===== src/design/prt_pkg.sv =====
// ----------------------------------------------------------------------------
// prt_pkg
// Shared constants and types of the primitive root tester.
// ----------------------------------------------------------------------------
`timescale 1ns / 1ps

package prt_pkg;

  localparam int unsigned BaseW = 30;
  localparam int unsigned CntW  = 4;
  localparam logic [BaseW-1:0] ResetBase = 30'd10;
  localparam logic [2:0] AddrTestBase = 3'd0;

  typedef struct packed {
    logic busy;
    logic done;
  } div_stat_t;

endpackage


===== src/design/prt_div.sv =====
// ----------------------------------------------------------------------------
// prt_div
// Restoring divider, one quotient bit per cycle; gives quotient and remainder.
// ----------------------------------------------------------------------------
`timescale 1ns / 1ps

module prt_div #(
  parameter int unsigned DVD_W = 60,
  parameter int unsigned DVS_W = 30
) (
  input  logic                 clk_i,
  input  logic                 rst_ni,
  input  logic                 start_i,
  input  logic [DVD_W-1:0]     dividend_i,
  input  logic [DVS_W-1:0]     divisor_i,
  output prt_pkg::div_stat_t   stat_o,
  output logic [DVD_W-1:0]     quot_o,
  output logic [DVS_W-1:0]     rem_o
);

  localparam int unsigned CW = $clog2(DVD_W + 1);

  logic [DVS_W-1:0] rem_q, rem_d;
  logic [DVD_W-1:0] quo_q, quo_d;
  logic [DVS_W-1:0] dvs_q;
  logic [CW-1:0]    cnt_q;
  logic             busy_q, done_q;
  logic [DVS_W:0]   trial;
  logic [DVS_W:0]   diff;

  assign trial = {rem_q, quo_q[DVD_W-1]};
  assign diff  = trial - {1'b0, dvs_q};

  always_comb begin
    if (trial >= {1'b0, dvs_q}) begin
      rem_d = diff[DVS_W-1:0];
      quo_d = {quo_q[DVD_W-2:0], 1'b1};
    end else begin
      rem_d = trial[DVS_W-1:0];
      quo_d = {quo_q[DVD_W-2:0], 1'b0};
    end
  end

  always_ff @(posedge clk_i or negedge rst_ni) begin
    if (!rst_ni) begin
      busy_q <= 1'b0;
      done_q <= 1'b0;
      cnt_q  <= '0;
    end else begin
      done_q <= 1'b0;
      if (start_i) begin
        busy_q <= 1'b1;
        cnt_q  <= CW'(DVD_W);
      end else if (busy_q) begin
        cnt_q <= cnt_q - 1'b1;
        if (cnt_q == CW'(1)) begin
          busy_q <= 1'b0;
          done_q <= 1'b1;
        end
      end
    end
  end

  always_ff @(posedge clk_i) begin
    if (start_i) begin
      rem_q <= '0;
      quo_q <= dividend_i;
      dvs_q <= divisor_i;
    end else if (busy_q) begin
      rem_q <= rem_d;
      quo_q <= quo_d;
    end
  end

  assign stat_o.busy = busy_q;
  assign stat_o.done = done_q;
  assign quot_o      = quo_q;
  assign rem_o       = rem_q;

endmodule


===== config.mk =====
export PLATFORM = sky130hd
export DESIGN_NAME = prt_div
export DESIGN_NICKNAME = d
export VERILOG_FILES = /design/src/design/prt_pkg.sv /design/src/design/prt_div.sv
export SDC_FILE = /design/constraint.sdc
export NUM_CORES = 1
export LEC_CHECK = 0
export BUFFER_PORTS_ARGS = -buffer_cell sky130_fd_sc_hd__buf_2
export CORE_ASPECT_RATIO = 1.75
export CORE_MARGIN = 2
export CORE_UTILIZATION = 58
export DETAILED_ROUTE_END_ITERATION = 12
export PLACE_DENSITY_LB_ADDON = 0.1
export SLEW_MARGIN = 0
export SYNTH_ARGS = -nofsm -noshare
export SYNTH_HDL_FRONTEND = slang
export SYNTH_SLANG_ARGS = --single-unit

===== constraint.sdc =====
create_clock -name clk_i -period 4.4 [get_ports clk_i]
set_input_delay 0.44 -clock clk_i [delete_from_list [all_inputs] [get_ports clk_i]]
set_output_delay 0.44 -clock clk_i [all_outputs]
set_load 0.005 [all_outputs]

# == Yosys cells after proc, flatten, opt, wreduce, memory -nomap -nowiden ==
# Cells that the tools add are included.
# totals
reg_bits,128
in_bits,93
output_inout_bits,92
wordCells,23
# op_classes
addsub,2
order_cmp,1
n_eq_ne,1
mux,12
reduce_logical,1
# op_table
op,count
2-to-1 mux 60 bit,2
greater-or-equal comparator 31 x 30 -> 1 bit,1
2-to-1 mux 30 bit,1
subtractor 30 bit,1
2-to-1 mux 6 bit,2
2-to-1 mux 1 bit,7
equality test 6 x 1 -> 1 bit (second input constant),1
subtractor 6 x 1 -> 6 bit (second input constant),1
nonzero test 2 bit,1

# == Longest topological paths before layout ==
# Gate-level depths: netlist of run 1.
# logic_depth
word_depth,4
ltp_mapped,13
depth_no_buf,12

# == Worst setup path before layout of run 1 ==
# OpenSTA, ideal clock, no wires.
# synth_timing
kind,input -> register
from,in start_i
to,"reg quo_q[0], in the netlist quot_o[0] (enable)"
setup_time_ns,0.414
arrival_ns,2.627
t_required_ns,3.986
setup_slack_ns,1.359
path_stages,5
path_buffers,3
path_cell_list,clkbuf_1 clkbuf_1 buf_1 nor2_1 inv_1
# synth_between
elab_chain_len,1
# synth_lines
element,line_no,text
"start, declared",prt_div.sv:13,"input logic start_i,"
nonzero test 2 bit (no line),-,
"end signal, assigned",prt_div.sv:67,quo_q <= dividend_i;
"end signal, assigned",prt_div.sv:71,quo_q <= quo_d;
"end, declared",prt_div.sv:24,"logic [DVD_W-1:0] quo_q, quo_d;"
# Every way passes these cells.
# A chain may end at the register's enable or synchronous reset.

# == Worst setup path in the final report of run 1 ==
# layout_timing
from,"reg quo_q[59], in the netlist quot_o[59]"
to,"reg rem_q[22], in the netlist rem_o[22]"
# layout_between
elab_chain_len,2
word_cells_on_any_way,3
cone_classes,add/sub (1); order compare (1); mux (1)
# layout_lines
element,line_no,text
subtractor 30 bit or greater-or-equal comparator 31 x 30 -> 1 bit (tied branches),"prt_div.sv:32, prt_div.sv:35",
2-to-1 mux 30 bit (*),prt_div.sv:35,"if (trial >= {1'b0, dvs_q}) begin"
"end signal, assigned",prt_div.sv:70,rem_q <= rem_d;
"end, declared",prt_div.sv:23,"logic [DVS_W-1:0] rem_q, rem_d;"
# Mark *: on every way between the ends. The rest lies on a longest branch, timed or not.

==> results of run 1 <==
==> layer usage <==
metal	vias up	GRT usage [%]	part of all wire, %
met5	-	0	0
met2	201	48.58	55
met1	2823	29.99	38
met4	0	10.68	2.3
li1	2778	-	-
met3	36	7.746	5.4
==> through the flow <==
step | power, mW | hold WS (ns) | cell area, um2 | utilization (%) | std cells
detailed placement | 1.837 | 0.2898 | 8237 | 66.62 | 978
floorplan | 1.674 | 0.1444 | 7292 | - | 664
finish | 3.288 | 0.1945 | 8856 | 71.63 | 1011
CTS | 3.301 | 0.1829 | 8856 | 71.63 | 1011
global route | 3.400 | 0.1804 | 8856 | 71.63 | 1011
global placement | 1.822 | 0.2852 | 8237 | 66.62 | 978
==> cells in the mapped netlist, drive strengths merged, types with 8 or more instances <==
cell / number / area share [%]
nor2: 44 / 2.4
nand2: 73 / 3.8
xnor2: 18 / 2.2
edfxtp: 90 / 37
a21o: 12 / 1.2
dfxtp: 30 / 8.2
xor2: 11 / 1.3
ha: 33 / 5.7
a21oi: 35 / 2.5
inv: 39 / 2.0
a211oi: 13 / 1.6
dfrtp: 8 / 2.7
clkbuf: 25 / 1.3
a311oi: 21 / 3.9
mux2: 60 / 9.3
buf: 18 / 1.8
nor3: 12 / 0.82
o21ai: 19 / 1.3
nand3: 18 / 1.2
==> area by class of cell <==
type | count | area (um2)
Sequential cell | 128 | 3505
Clock inverter | 14 | 170.2
Timing Repair Buffer | 190 | 970.9
Tap cell | 168 | 210.2
Inverter | 40 | 150.1
Clock buffer | 18 | 439.2
Fill cell | 979 | 3508
Multi-Input combinational cell | 453 | 3411
==> cell families after synthesis <==
| family | count (synthesis) |
|---|---|
| xor gates and xnor gates | 29 |
| DFF | 128 |
| adders and majority gates | 34 |
| AOI/OAI and AO/OA | 146 |
| buffers and inverters | 83 |
| and+or+nand+nor | 182 |
| muxes | 62 |
==> worst max-delay path, cell delays in order (launching register included) <==
cell	delay, ns
sky130_fd_sc_hd__edfxtp_1	0.40
sky130_fd_sc_hd__inv_1	0.10
sky130_fd_sc_hd__ha_1	0.15
sky130_fd_sc_hd__inv_1	0.05
sky130_fd_sc_hd__fa_1	0.41
sky130_fd_sc_hd__a211oi_1	0.44
sky130_fd_sc_hd__o21bai_1	0.17
sky130_fd_sc_hd__a21oi_1	0.30
sky130_fd_sc_hd__o21ai_0	0.34
sky130_fd_sc_hd__a311oi_1	0.39
sky130_fd_sc_hd__xnor2_1	0.16
sky130_fd_sc_hd__nand2_1	0.07
sky130_fd_sc_hd__a311oi_1	0.27
==> state kept, by name, indices dropped and copies added, names as in the netlist <==
register,cells
busy_q,1
rem_o,30
done_q,1
cnt_q,6
dvs_q,30
quot_o,60
==> how the worst max path moves through the flow <==
stage / from / to / slack (ns)
floorplan: start_i / quot_o[0]$_DFFE_PP_ / 1.36
global placement: quot_o[59]$_DFFE_PP_ / rem_o[22]$_SDFFE_PP0P_ / 1.27
CTS: rem_o[5]$_SDFFE_PP0P_ / rem_o[4]$_SDFFE_PP0P_ / 1.12
finish: quot_o[59]$_DFFE_PP_ / rem_o[22]$_SDFFE_PP0P_ / 1.06
global route: quot_o[59]$_DFFE_PP_ / rem_o[26]$_SDFFE_PP0P_ / 0.82
detailed placement: quot_o[59]$_DFFE_PP_ / rem_o[22]$_SDFFE_PP0P_ / 1.18
==> where the power goes <==
part / leakage [nW] / internal, mW / switching, mW / total [mW]
registers: 1.26 / 1.39 / 0.0478 / 1.44
clock network: 0.288 / 0.872 / 0.598 / 1.47
logic: 2.28 / 0.186 / 0.193 / 0.379
==> impl.org, run 1 <==
** Critical path
- Kind of critical path :: flop to flop
- Across all register-to-register paths, the minimum setup slack is 1.06 ns.
- Critical Path Fanout Max :: 3
- For the worst setup path, the data arrival time is 3.66 ns.
- Data required time at the worst endpoint :: 4.72 ns
- The worst setup path is captured at a flop.
- Reg2Reg Capture Point :: rem_o[22]$_SDFFE_PP0P_
- FF-to-FF path depth :: 12
- Reg-to-reg startpoint :: quot_o[59]$_DFFE_PP_
- Category of the worst setup path launch point :: flop

** Floorplanning
- I/O pins :: 185
- After floorplanning, the core was sized to cover 12360 um2.
- Num rows :: 54
- Chip Height :: 152.3 um
- Overall die width :: 88.76 um
- Total Die Area :: 13520 um2
- Initial Util :: 58.98%

** Logic synthesis
- Synthesis inferred 128 register bits.
- Synthesized net count :: 791
- Each instance of the synthesized netlist takes up on average 10.98 um2.
- Summing the areas of all fa, ha and maj instances in the mapped netlist gives 5.937% of the synthesized area.
- Fraction of synthesized area in multiplexers :: 9.540%
- Async set-or-reset flop fraction in the synthesized netlist :: 6.250%
- After synthesis, the netlist uses 71 different library cells.
- Syn Inst Count :: 664
- Dominant combinational cell family by area after synthesis :: compound AO/OA/AOI/OAI gates
- Xor and xnor area share after synthesis :: 3.483%
- Among all flip-flop cells after synthesis, the most frequent one is sky130_fd_sc_hd__edfxtp_1.
- Summed instance area of the synthesized netlist :: 7292 um2
- Number of warning messages in the yosys log :: 0
- Simple-Gate Fraction of Synth Area :: 11.74%
- EDFF count, synth :: 90
- The synthesized netlist devotes 16.08% of its cell area to compound gates.
- Register area share after synthesis :: 48.04%

** Power and ir drop
- Reported leakage power :: 3.830 nW
- IR analysis of the VDD net gives a maximum drop of 0.0002972 V.
- In this run the power density over the cells is 371.2 nW/um2.

** Worst hold path
- The tightest min-delay check is of the input port to flop type.
- Depth of the worst hold-timing path :: 1
- Hold Crit Start :: divisor_i[8]
- Worst Hold Endpoint :: dvs_q[8]$_DFFE_PP_

** STA
- The routed design could run at a clock period as short as 3.336 ns.
- Based on the critical path, the design can be clocked at up to 299.7 MHz.
- The worst path meets setup with 1.064 ns of slack.
- Final period utilization :: 75.82%
- The number of pins with negative max-slew slack in the final report came to 0.
- Final-report hold violation count :: 0
- In the final timing run, aggregate negative setup slack is 0 ns.
- Slew @ Worst Pin :: 0.8173 ns
- Setup violations remaining at the end of the flow were counted as 0.
- Setup repair after global routing missed its margin :: false
- For the final database, setup skew stands at 0.009666 ns.
- Measured against its own limit, the worst slew margin works out to 45.51%.

** Clocking
- H-tree lvl count :: 4
- Clock slew seen by the registers of the worst setup and hold paths :: 0.07 ns
- Total CTS buffers :: 17
- Clock root buffer :: sky130_fd_sc_hd__clkbuf_16
- Number of buffers inserted for hold repair after clock tree synthesis :: 1
- Post-CTS timing repair inserted 0 buffers for setup.
- The clock net in this run drives a total of 128 sinks.
- Maximum buffer depth of the clock tree :: 2
- In this run, post-CTS repair resized a total of 0 instances.
- For the worst-skew pair, the clock arrives at the later sink with an insertion delay of 0.42 ns.
- CTS tree :: built

** Final layout
- Compared with the post-synthesis result, the final layout area differs by 21.45%.
- Of the cells placed in the final design, the portion with a size suffix greater than 1 is 37.25%.
- The library cell used most frequently in the layout, excluding fill and tap cells, is sky130_fd_sc_hd__buf_2.
- In the layout the commonest cells are sky130_fd_sc_hd__buf_2, sky130_fd_sc_hd__edfxtp_1, sky130_fd_sc_hd__nand2_1, sky130_fd_sc_hd__mux2_2, sky130_fd_sc_hd__nor2_1.
- 0 antenna diodes ended up in the layout.
- The net count of the finished layout is 957.

** Placement
- Routability-driven placement finished with a final weighted congestion of 0.9049.
- Worst setup slack after placement :: 1.177 ns
- Detailed placement ended at an HPWL of 13060 um.
- In this run the tool buffered the top-level ports with 184 buffer cells.

** Routing
- For this block, the initial DRC count from the detailed router was 308.
- Before antenna repair, the detailed router went through 5 iterations.
- For this block, the via count after detailed routing is 5838.
- In the final routed layout, each cell accounts on average for 17.94 um.
- Avg Vias per Cell :: 5.774
- Number of remaining DRC errors :: 0
- The final layout contains routed wiring with a total length of 18140 um.
- The detail route stage leaves a number of antenna-violating nets equal to 0.

** GRT
- Global routing used 27.44% of the available tracks across all layers.
- Overall overflow remaining after global route :: 0
- Maximum number of pins on one net before global-route repair :: 72
- The via count of the first global-routing pass was 6149.
- Global-route wire length before repair :: 28940 um
- Number of antenna violations at the first check in global routing :: 0

** Job
- Max Cap Viol :: 0

** Status
- The run finished with clean final reports.
Power figures use the tool's default switching activity.
==> run 2: changes to the inputs <==
CORE_UTILIZATION = 49   (was 58)
clock period = 2.9 ns   (was 4.4 ns; I/O delays follow)
==> impl.org, run 2 (synthesis results as in run 1) <==
** Clocking
- The sink count of the clock tree was 128 (unchanged).
- Total setup buffers inserted after CTS :: 0 (unchanged)
- The insertion delay of the later-clocked pin in the worst-skew pair was 0.41 ns (about the same).
- The clock input transition at the sequential cells of the worst setup and hold paths was 0.07 ns (about the same).
- CTS tree :: built
- Maximum buffer depth of the clock tree :: 2 (unchanged)
- H-tree lvl count :: 4 (unchanged)
- Total CTS buffers :: 17 (unchanged)
- Clock root buffer :: sky130_fd_sc_hd__clkbuf_16

** STA
- Final-report max-slew violation count :: 0 (unchanged)
- Setup clock skew after layout :: 0.009295 ns (-0.0003710 ns)
- Final-report hold violation count :: 0 (unchanged)
- Post-route setup slack :: 0.1312 ns (-0.9326 ns)
- Setup-failing EPs final :: 0 (unchanged)
- The maximum clock frequency came to 361.2 MHz (+20%).
- Minimum clock period after layout :: 2.769 ns (-0.5674 ns)
- Max_slew headroom :: 57.96% (+12 points)
- Slew @ Worst Pin :: 0.6293 ns (-0.1880 ns)
- The final critical-path share of the clock period came to 95.48% (+20 points).
- Setup repair after global routing could not meet its margin everywhere.
- The final hold slack came to 0.05274 ns (-0.1417 ns).

** Worst hold path
- The path class of the tightest hold or removal check is input port to flop.

** Final layout
- Number of flip-flops under the largest register name :: 60 (unchanged)
- Synthesis-to-layout area growth :: 24.59%
- Area of the multi-input gates :: 3448 um2 (+1.1%)
- Commonest cells after routing, fill and taps aside :: sky130_fd_sc_hd__buf_2, sky130_fd_sc_hd__edfxtp_1, sky130_fd_sc_hd__nand2_1, sky130_fd_sc_hd__mux2_2, sky130_fd_sc_hd__nor2_1
- The count of nets after finishing was 977 (+2.1%).
- The register area is 3505 um2 (unchanged).
- The share of cells above drive strength 1 came to 39.51% (+2.3 points).
- The number of filler instances in the final layout is 1260 (+29%).
- Leaving out fill and tap cells, the most frequent cell in the layout is sky130_fd_sc_hd__buf_2.
- Final core area utilization :: 61.84% (-9.8 points)

** Critical path
- The maximum cell stage delay along the critical path came to 0.45 ns (about the same).
- Kind of critical path :: flop to flop
- The count of buffering cells on the critical path with inverters included is 1 (-1).
- STA classifies the critical path endpoint as a flop.
- Critical Path Fanout Max :: 14 (+11)
- Chain of cells forming the critical path :: ha_1 > and3_1 > and4_4 > a211oi_1 > nor2b_1 > o31ai_4 > and2_1 > buf_4 > a31oi_1 > a21oi_1
- Among all stages on the critical path, the largest delay is contributed by sky130_fd_sc_hd__ha_1.
- Among cell families on the critical path, the largest total delay comes from simple AND/OR/NAND/NOR gates.
- The reg-to-reg setup timing slack is 0.13 ns (-0.93 ns).
- The critical path data arrival time came to 3.05 ns (-0.61 ns).
- The data required time of the worst path is 3.18 ns (-1.54 ns).
- STA classifies the critical path startpoint as a flop.

** Routing
- Antenna-violating nets left :: 0 (unchanged)
- The routed wirelength normalized by instance count was 17.51 um (-2.4%).
- The iteration count of the initial detailed-routing pass is 4 (-1).
- DRC violation total after the first TritonRoute iteration :: 243 (-21%)
- Avg Vias per Cell :: 5.544 (-4.0%)
- Wire length reported by the detailed router :: 18330 um (+1.1%)
- The post-detailed-route DRC marker count was 0 (unchanged).
- Via count :: 5805 (-0.57%)

** Power and ir drop
- The cell leakage power came to 3.932 nW (+2.7%).
- The power density over cell area is 539.4 nW/um2 (+45%).
- Total design power :: 4.901 mW (+49%)
- Largest vdd supply drop :: 0.0003652 V (+23%)

** Floorplanning
- The floorplan die area came to 15910 um2 (+18%).
- Num rows :: 59 (+9.3%)
- The area inside the core boundary is 14690 um2 (+19%).
- The initial cell density of the core was 49.64% (-9.3 points).
- Chip Height :: 165.4 um (+8.6%)
- I/O pins :: 185 (unchanged)
- Overall die width :: 96.22 um (+8.4%)

** GRT
- The overall routing resource usage is 23.45% (-4.0 points).
- Overall overflow remaining after global route :: 0 (unchanged)
- Maximum number of pins on one net before global-route repair :: 61 (-15%)
- Number of antenna violations at the first check in global routing :: 0 (unchanged)
- Number of global-route vias before repair :: 6052 (-1.6%)
- The first-pass GRT wire length is 28640 um (-1.0%).

** Placement
- The count of buffers inserted at the top-level ports is 184 (unchanged).
- The placer's final routability congestion estimate is 0.9081 (+0.35%).
- Worst setup slack after placement :: -0.04356 ns (-1.220 ns)
- The sum of net half-perimeters after detailed placement is 13660 um (+4.6%).

** Status
- Run status :: completed

** Job
- The total of max-cap violations is 0 (unchanged).
-- run 2: cell type report --
| type | instances | area share [%] |
|---|---|---|
| sequential | 128 | 38.58 |
| multi-input combinational | 453 | 37.96 |
| tap | 183 | 2.520 |
| timing repair buffer | 210 | 12.89 |
| clock buffer | 18 | 4.724 |
| clock inverter | 14 | 1.611 |
| antenna | 1 | 0.02754 |
| inverter | 40 | 1.694 |
-- run 2: stage by stage --
| stage | TNS (ns) | std cells | instance area [um2] |
|---|---|---|---|
| floorplan | 0 | 664 | 7296 |
| global placement | 0 | 1013 | 8459 |
| detailed placement | -0.04356 | 1013 | 8459 |
| CTS | 0 | 1046 | 9045 |
| global route | -0.0004083 | 1046 | 9082 |
| finish | 0 | 1047 | 9085 |
-- run 2: report_power, final --
group          leakage (nW)  switching, mW  internal [mW]
clock                 0.270          0.910           1.21
sequential             1.26         0.0681           2.11
combinational          2.40          0.300          0.301
total                  3.93           1.28           3.62
-- run 2: path summary, 6_finish.rpt --
| check | start | end | depth (start not counted) |
|---|---|---|---|
| max | rem_o[25]$_SDFFE_PP0P_ | rem_o[28]$_SDFFE_PP0P_ | 10 |
| min | divisor_i[7] | dvs_q[7]$_DFFE_PP_ | 1 |
| max reg2reg | rem_o[25]$_SDFFE_PP0P_ | rem_o[28]$_SDFFE_PP0P_ | 10 |
| min reg2reg | rem_o[17]$_SDFFE_PP0P_ | rem_o[17]$_SDFFE_PP0P_ | 2 |
| max in group asynchronous | rst_ni | busy_q$_DFF_PN0_ | 2 |
| min in group asynchronous | rst_ni | cnt_q[0]$_DFFE_PN0P_ | 2 |
-- run 2: layer usage --
metal | GRT usage (%) | part of all wire [%] | up-vias
li1 | - | - | 2824
met1 | 24.73 | 38 | 2755
met2 | 41.35 | 53 | 184
met3 | 7.441 | 5.7 | 42
met4 | 11.10 | 3.3 | 0
met5 | 0 | 0 | -
-- run 2: what timing repair did --
action | in CTS | in global routing
hold buffers | 1 | 0
endpoints found under the hold margin | 8 | 0
setup endpoints to repair | 2 | 7
pin swaps | 1 | 2
resized for setup | 1 | 8
==> run 3: changes to the inputs <==
SETUP_SLACK_MARGIN = 0.3   (was not set)
==> impl.org, run 3 (synthesis results as in run 1) <==
** Status
- Run status :: completed

** STA
- Setup repair after global routing could not meet its margin everywhere.
- The number of pins with negative max-slew slack in the final report was 0 (unchanged).
- The number of hold violations in the final report was 0 (unchanged).
- Max_slew headroom :: 57.97% (about the same)
- The clock period minus worst slack is 2.601 ns (-0.1674 ns).
- The maximum clock frequency is 384.4 MHz (+6.4%).
- The clock skew after layout was 0.01327 ns (+0.003977 ns).
- The transition time at the pin with the least slew margin is 0.6292 ns (-0.00009853 ns).
- Setup-failing EPs final :: 0 (unchanged)
- Fin Setup TNS :: 0 ns (unchanged)
- Worst Hold Slack :: 0.03881 ns (-0.01393 ns)
- Final period utilization :: 89.70% (-5.8 points)

** Clocking
- TritonCTS built the clock tree.
- Clock root buffer :: sky130_fd_sc_hd__clkbuf_16
- The number of buffers on the longest clock path came to 2 (unchanged).
- Clk_lat worst skew :: 0.42 ns (about the same)
- Clock slew seen by the registers of the worst setup and hold paths :: 0.06 ns (about the same)
- The sink count of the clock tree is 128 (unchanged).
- H-tree lvl count :: 4 (unchanged)
- Total CTS buffers :: 17 (unchanged)

** Routing
- Antenna-violating nets left :: 0 (unchanged)
- The iteration-0 DRC count of the detailed router was 295 (+21%).
- Routed WL per cell :: 18.47 um (+5.5%)
- Number of remaining DRC errors :: 0 (unchanged)
- Via count :: 6154 (+6.0%)
- Number of detailed-route iterations in the first pass :: 5 (+1)
- The per-cell via count in the routed design is 5.757 (+3.8%).
- Wire length reported by the detailed router :: 19750 um (+7.7%)

** Floorplanning
- Total Die Area :: 15910 um2 (unchanged)
- The number of rows created at floorplan was 59 (unchanged).
- The initial cell density of the core was 49.64% (unchanged).
- Overall die width :: 96.22 um (unchanged)
- The chip height was 165.4 um (unchanged).
- The area inside the core boundary was 14690 um2 (unchanged).
- The number of ports placed on the die boundary was 185 (unchanged).

** Power and ir drop
- The internal power consumption came to 3.817 mW (+5.4%).
- Clock network fraction of design power :: 44.0% (+0.7 points)
- Sw Share :: 25.04% (-1.0 points)
- The share of power burned in combinational logic is 13.2% (+0.9 points).
- Largest vdd supply drop :: 0.0003515 V (-3.8%)
- The power density over cell area was 523.5 nW/um2 (-2.9%).
- Net switching power :: 1.275 mW (-0.21%)
- Share of power burned in registers :: 42.9% (-1.5 points)
- The cell leakage power was 4.128 nW (+5.0%).

** Placement
- The count of buffers inserted at the top-level ports came to 184 (unchanged).
- The post-place instance area came to 8406 um2 (-0.64%).
- Final weighted congestion of routability-driven global placement :: 0.9118 (+0.41%)
- The cell count after placement came to 1006 (-0.69%).
- The sum of net half-perimeters after detailed placement was 13510 um (-1.1%).

** Critical path
- CP delay by family, top :: simple AND/OR/NAND/NOR gates
- The critical path data arrival time came to 2.90 ns (-0.15 ns).
- Kind of critical path :: flop to flop
- Chain of cells forming the critical path :: inv_1 > ha_4 > and3_4 > nand2_4 > or4_4 > nor2_4 > o31ai_4 > nand2_4 > buf_12 > buf_12 > nor3_2 > a311o_1
- Category of the worst setup path launch point :: flop
- Critical Path Fanout Max :: 6 (-8)
- The maximum cell stage delay along the critical path is 0.55 ns (+0.10 ns).
- Slowest CP cell :: sky130_fd_sc_hd__or4_4
- Buffers plus inverters on the worst setup path :: 3 (+2)
- The data required time of the worst path came to 3.20 ns (+0.02 ns).
- STA classifies the critical path endpoint as a flop.

** Final layout
- The final cell area excluding filler cells came to 9726 um2 (+7.1%).
- The count of nets after finishing came to 1001 (+2.5%).
- Most frequent standard cell in the layout excluding fill and tap cells :: sky130_fd_sc_hd__buf_2
- The final core utilization came to 66.20% (+4.4 points).
- The final cell count without fillers is 1069 (+2.1%).
- Count of filler cells inserted in the layout :: 1150 (-8.7%)
- Number of inserted diodes :: 0 (-1)
- Synthesis-to-layout area growth :: 33.37%
- The share of cells above drive strength 1 was 48.19% (+8.7 points).
- Commonest cells after routing, fill and taps aside :: sky130_fd_sc_hd__buf_2, sky130_fd_sc_hd__edfxtp_1, sky130_fd_sc_hd__nand2_1, sky130_fd_sc_hd__mux2_2, sky130_fd_sc_hd__nor2_1
- The flip-flop count of the largest register, all copies and words added came to 60 (unchanged).

** GRT
- The residual overflow from global routing was 0 (unchanged).
- Global-route wire length before repair :: 29930 um (+4.5%)
- Number of antenna violations at the first check in global routing :: 0 (unchanged)
- The pin count of the biggest net entering global routing came to 61 (unchanged).
- The via count of the first global-routing pass was 6280 (+3.8%).
- Overall routing resource usage :: 24.46% (+1.0 points)

** Job
- The total of max-cap violations was 0 (unchanged).

** Worst hold path
- The path class of the tightest hold or removal check is input port to flop.
-- run 3: area by class of cell --
cell class	count	area (um2)	share of cell area, %
Multi-Input combinational cell	453	3819	39.26
Clock buffer	17	425.4	4.374
Inverter	40	153.9	1.582
Timing Repair Buffer	234	1408	14.47
Tap cell	183	229.0	2.354
Sequential cell	128	3511	36.10
Clock inverter	14	180.2	1.853
-- run 3: worst paths after layout --
kind | from | to | slack [ns] | depth (start not counted)
setup / recovery | dvs_q[21]$_DFFE_PP_ | rem_o[13]$_SDFFE_PP0P_ | 0.30 | 12
hold / removal | divisor_i[24] | dvs_q[24]$_DFFE_PP_ | 0.04 | 1
setup reg to reg | dvs_q[21]$_DFFE_PP_ | rem_o[13]$_SDFFE_PP0P_ | 0.30 | 12
hold reg to reg | cnt_q[5]$_DFFE_PN0P_ | cnt_q[5]$_DFFE_PN0P_ | 0.52 | 2
max in group asynchronous | rst_ni | busy_q$_DFF_PN0_ | 2.47 | 2
min in group asynchronous | rst_ni | done_q$_DFF_PN0_ | 0.25 | 2
-- run 3: timing repair --
item / 4_1_cts / 5_1_grt
gates resized for setup: 42 / 54
setup buffers: 16 / 12
hold buffers: 1 / 0
endpoints found under the setup margin: 31 / 29
hold endpoints to repair: 8 / 0
cloned: 2 / 1
pin swaps: 14 / 38
-- run 3: worst reg2reg max path: stages (launching register included) --
cell and delay [ns]:
sky130_fd_sc_hd__edfxtp_1 0.33, sky130_fd_sc_hd__inv_1 0.07, sky130_fd_sc_hd__ha_4 0.28, sky130_fd_sc_hd__and3_4 0.22
sky130_fd_sc_hd__nand2_4 0.06, sky130_fd_sc_hd__or4_4 0.55, sky130_fd_sc_hd__nor2_4 0.14, sky130_fd_sc_hd__o31ai_4 0.10
sky130_fd_sc_hd__nand2_4 0.14, sky130_fd_sc_hd__buf_12 0.13, sky130_fd_sc_hd__buf_12 0.13, sky130_fd_sc_hd__nor3_2 0.05
sky130_fd_sc_hd__a311o_1 0.28
-- run 3: per-layer routing --
layer / track usage, % / share of wire [%]
met5: 0 / 0
met4: 13.90 / 4.9
met3: 6.987 / 6.5
met2: 42.83 / 52
met1: 25.53 / 36
-- run 3: power by group through the flow --
stage / Clock (mW) / Combinational, mW / Sequential [mW]
finish: 2.24 / 0.670 / 2.18
detailed placement: 0 / 0.585 / 2.22
global placement: 0 / 0.570 / 2.21
global route: 2.35 / 0.729 / 2.20
floorplan: 0 / 0.329 / 2.21
CTS: 2.28 / 0.625 / 2.18
-- run 3: per-stage QoR --
step / setup WS, ns / total power [mW]
3_5_place_dp: 0.09535 / 2.800
2_1_floorplan: 0.3263 / 2.543
6_report: 0.2986 / 5.092
5_1_grt: 0.1802 / 5.279
3_3_place_gp: 0.1773 / 2.781
4_1_cts: 0.2997 / 5.085
